## config.mk

```make
export PLATFORM = sky130hd
export DESIGN_NAME = cu_alu
export DESIGN_NICKNAME = d
export VERILOG_FILES = /design/src/rtl/core/combination_unrank_defines.svh /design/src/rtl/core/cu_pkg.sv /design/src/rtl/core/cu_alu.sv
export SDC_FILE = /design/constraint.sdc
export NUM_CORES = 1
export LEC_CHECK = 0
export ABC_AREA = 1
export ABC_CLOCK_PERIOD_IN_PS = 14900
export CORE_ASPECT_RATIO = 0.7
export CORE_MARGIN = 3
export CORE_UTILIZATION = 45
export DETAILED_ROUTE_END_ITERATION = 6
export DONT_BUFFER_PORTS = 1
export GPL_ROUTABILITY_DRIVEN = 1
export PLACE_DENSITY = 0.7
export SLEW_MARGIN = 20
export SYNTH_ARGS = -nofsm -noshare
export SYNTH_HDL_FRONTEND = slang
export SYNTH_SLANG_ARGS = --single-unit
```

## constraint.sdc

```tcl
create_clock -name vclk -period 14.9
set_input_delay 4.47 -clock vclk [all_inputs]
set_output_delay 4.47 -clock vclk [all_outputs]
set_load 0.05 [all_outputs]
```

## src/rtl/core/combination_unrank_defines.svh

```systemverilog
// Assertion macros shared by the RTL of the combination unrank block.
// Each macro expects clk_i and rst_ni to be visible where it is used.
`ifndef COMBINATION_UNRANK_DEFINES_SVH
`define COMBINATION_UNRANK_DEFINES_SVH

// Same-cycle implication, sampled on the rising clock edge outside reset.
`define CU_ASSERT_NOW(label, ante, cons) \
  label: assert property (@(posedge clk_i) disable iff (!rst_ni) (ante) |-> (cons)) \
    else $error("combination_unrank: assertion failed");

// Next-cycle implication, sampled on the rising clock edge outside reset.
`define CU_ASSERT_NEXT(label, ante, cons) \
  label: assert property (@(posedge clk_i) disable iff (!rst_ni) (ante) |=> (cons)) \
    else $error("combination_unrank: assertion failed");

`endif

```

## src/rtl/core/cu_pkg.sv

```systemverilog
`timescale 1ns / 1ps
`default_nettype none

package cu_pkg;

  // Fixed widths of the datapath and of the configuration port.
  localparam int unsigned DATA_W      = 64;
  localparam int unsigned BINOM_W     = 63;
  localparam int unsigned CFG_W       = 7;
  localparam int unsigned CFG_IDX_W   = 2;
  localparam int unsigned MAX_LEN_DEF = 64;

  // Configuration register indexes.
  typedef enum logic [CFG_IDX_W-1:0] {
    CFG_LENGTH_N = 2'd0,
    CFG_WEIGHT_K = 2'd1
  } cfg_idx_e;

  // Operations of the shared add/subtract unit.
  typedef enum logic {
    ALU_ADD = 1'b0,
    ALU_SUB = 1'b1
  } alu_op_e;

  typedef struct packed {
    alu_op_e             op;
    logic [DATA_W-1:0]   a;
    logic [DATA_W-1:0]   b;
  } alu_req_t;

  typedef struct packed {
    logic [DATA_W-1:0]   y;
    logic                borrow;
  } alu_rsp_t;

endpackage

`default_nettype wire

```

## src/rtl/core/cu_alu.sv

```systemverilog
`timescale 1ns / 1ps
`default_nettype none

module cu_alu (
  input  cu_pkg::alu_req_t req_i,
  output cu_pkg::alu_rsp_t rsp_o
);
  import cu_pkg::*;

  logic [DATA_W:0] sum;

  // One wide adder serves both the table build and the rank compare.
  // For a subtraction the top bit flags a borrow, meaning b is greater than a.
  always_comb begin
    if (req_i.op == ALU_ADD) begin
      sum = {1'b0, req_i.a} + {1'b0, req_i.b};
    end else begin
      sum = {1'b0, req_i.a} - {1'b0, req_i.b};
    end
    rsp_o.y      = sum[DATA_W-1:0];
    rsp_o.borrow = (req_i.op == ALU_SUB) && sum[DATA_W];
  end

endmodule

`default_nettype wire

```

==> After elaboration in Yosys (flattened, before gate mapping) <==
Cells that the tools add are included.
{ "totals": {"register_bits": 0, "output_inout_bits": 65, "inputBits": 129} }
{ "op_classes": {"mux": 1, "n_addsub": 2, "reduce_logical": 1} }
{ "ops": {"columns": ["op", "count"], "rows": [
  ["$add 64x64->65", 1],
  ["$mux 65", 1],
  ["$sub 64x64->65", 1],
  ["$logic_and 1x1->1", 1]
]} }

==> Logic depth before layout (Yosys ltp) <==
{ "logic_depth": {"ltp_word": 3, "mapped_depth": 23} }

==> Worst setup path after synthesis <==
No wires, ideal clock.
{ "synth_path": {"path_type": "input to output", "start": "in req_i[1] (netlist name)", "end": "out rsp_o[32] (netlist name)", "cell_stages": 16, "required_ns": 10.430, "t_arrival_ns": 7.256, "setup_slack_ns": 3.174, "cell_sequence": "inv_1 > ha_1 > nand4_2 > nor2_4 > nand4_2 > nand2_4 > nand2_1 > xor2_1 > ha_1 > nand2_1 > nor2_1 > inv_1 > nor2_1 > a21oi_1 > nand2_2 > xor2_1"} }
{ "synth_lines": {"columns": ["item", "line_no", "source"], "rows": [
  ["start, declared", "cu_alu.sv:5", "input cu_pkg::alu_req_t req_i,"],
  ["end, declared", "cu_alu.sv:6", "output cu_pkg::alu_rsp_t rsp_o"]
]} }

==> results.cfg <==
[logic_synthesis]
synth_warnings = 0
synthesis.instances = 1813
synth_compound_area_share_pct = 5.49
synth.lib_cells_used.distinct = 34
post_synth_and_or_nand_nor_area_fraction_pct = 56.8
synth_top_family_by_area = simple AND/OR/NAND/NOR gates
synth.mux.area_fraction_pct = 0
sequential_cell_area_fraction_in_the_yosys_report_pct = 0
synth_nets = 2008
syn_area_um2 = 8410
yosys.area_share.xor_xnor_pct = 8.44
postSynthAreaPerCell_um2 = 4.64
synth-adder-area-share_pct = 9.91

[timing]
finalSetupViolations = 0
slew_headroom_pct = 22.5
fin_setup_tns_ps = 0
timing.final.crit_share_pct = 83.1
time_the_worst_path_needs_with_i_o_delays_and_setup_ps = 12380
measured_slew_at_the_worst_slew_check_pin_ps = 1160
setup_repair_after_global_routing_missed_its_margin = no
number_of_pins_exceeding_their_max_slew_limit_in_the_final_report = 0
report.final.hold_viol_count = 0
finalHoldWorstSlack_ps = 9240
max_freq_mhz = 80.8

[clocking]
cts-resized-gates = 0
post_cts.repair.setup_buffers = 0
holdBufCountCts = 0

[placement]
place.detailed.hpwl_mm = 30.5
port_buffers = 0
gp_congestion = 1.03
placed_cell_area_um2 = 8720

[worst_setup_path]
worstPathBufferInverterCount = 3
crit_path_leading_delay_family = simple AND/OR/NAND/NOR gates
cp_cell_sequence = inv_1, ha_1, nand4_2, nor2_4, nand4_2, nand2_4, xor2_1, inv_1, ha_1, nand2_1, nor2_1, inv_1, nor2_1, a21oi_1, nand2_2, xor2_1
critical_path_required_ps = 10430
slowest_stage = xor2_1
path_class = primary input to output pin
cpPeakStageDelay_ps = 910
worst_setup_startpoint = req_i[1]
critPathCaptureType = output pin
worst_path_most_repeated_cell = inv_1
critPathLaunchType = primary input
crit_arrival_ps = 7910
critPathMaxFanout = 10

[run_status]
status = finished, violations left
violations = design-rule violations

[detailed_routing]
route.final.wire_length_mm = 33.9
drc_errors = 8
drt_pre_antenna_iters = 7
ant_nets = 0
vias_per_cell = 5.13
drt_iter0_drc = 1169
num_vias = 10500
routed_wire_length_per_instance_um = 16.6

[global_routing]
grt.overflow.total = 0
wire_length_of_the_first_global_routing_pass_mm = 51.1
grt.total_usage_pct = 32.0
grt_antenna_before_repair = 5
grt_most_used_layer = met1
pin_count_of_the_biggest_net_entering_global_routing = 57
groute.layer.met2.usage_pct = 44.0
first_global_vias = 9348
use_met3_pct = 11.0
met1_usage_pct = 48.5

[final_layout]
mostFrequentLayoutCells = nand2_1, inv_1, nor2_1
final_cell_area_um2 = 8730
filler_cell_count = 2160
seq_cells = 0
layout.cells.most_common = nand2_1
register_area_um2 = 0
final_nets = 2007
final.clkbuf_count = 0
finish.utilization_pct = 48.1
syn_to_final_growth_pct = 3.85
final_layout_size_suffix_gt1_share_pct = 4.14

[power_and_ir_drop]
leakage_nw = 5.59
worst_vdd_drop_mv = 0.0308
cellPowerDensity_nw_per_um2 = 68.2
finalPower_w = 0.000596

[die]
die-height_um = 120
die-width_um = 169
starting_density_pct = 46.3
placeableCoreArea_um2 = 18200
placementRows = 41
io_pins = 194
die-area_um2 = 20400

[hold_path]
worstHoldStart = req_i[0]
min_path_type = primary input to output pin

[run]
maxCapViolCount = 0
## per-layer routing
metal	up-vias	share of wire [%]
met1	4555	46
li1	5362	-
met3	41	16
met4	8	1.6
met5	-	0.16
met2	534	37
## synthesized netlist by cell type, types with 3 or more instances
cell      instances  area, um^2
nand3_1          81         405
xor2_1           74         648
nor2_1          178         668
clkinv_1          4        15.0
nor4_1            3        18.8
nor2_4            7        78.8
o21ai_1           3        15.0
nand2_2          15        93.8
clkbuf_1          5        18.8
o21ai_2           4        35.0
nand3_2           7        70.1
o21ai_0          23         115
nand4_2           3        37.5
ha_1             65         813
nand2_1         780        2930
nor2_2           22         138
nor3_1           15        75.1
buf_2             3        15.0
a21oi_1          50         250
xnor2_1           7        61.3
inv_1           418        1570
nand4_1          29         181
## report_power, final
group	switching [W]	total [W]	internal, W
registers	0	0	0
logic	0.000467	0.000596	0.000129
clock network	0	0.00000000000901	0.00000000000901
## cells by family after synthesis
logic type | after synthesis
buffers and inverters | 432
AO/OA/AOI/OAI | 84
AND/OR/NAND/NOR | 1150
XOR/XNOR | 81
adder cells (fa/ha/maj) | 66
## final cells by class
type	count	area, um^2	area share, %
Multi-Input combinational cell	1381	6810	77.9
Inverter	424	1590	18.2
Antenna cell	1	2.50	0.0287
Tap cell	236	295	3.38
Timing Repair Buffer	5	37.5	0.430
## worst paths after layout
check   endpoint  slack, ps  cells past startpoint
max    rsp_o[31]       2520                     16
min     rsp_o[1]       9240                      2
## through the flow
stage / instances / worst slack, ps
after global routing: 2046 / 2250
after floorplan: 1813 / 3170
after detailed placement: 2046 / 2580
after global placement: 2046 / 2600
final: 2047 / 2520
after CTS: 2046 / 2560
(Power assumes the default switching activity.)
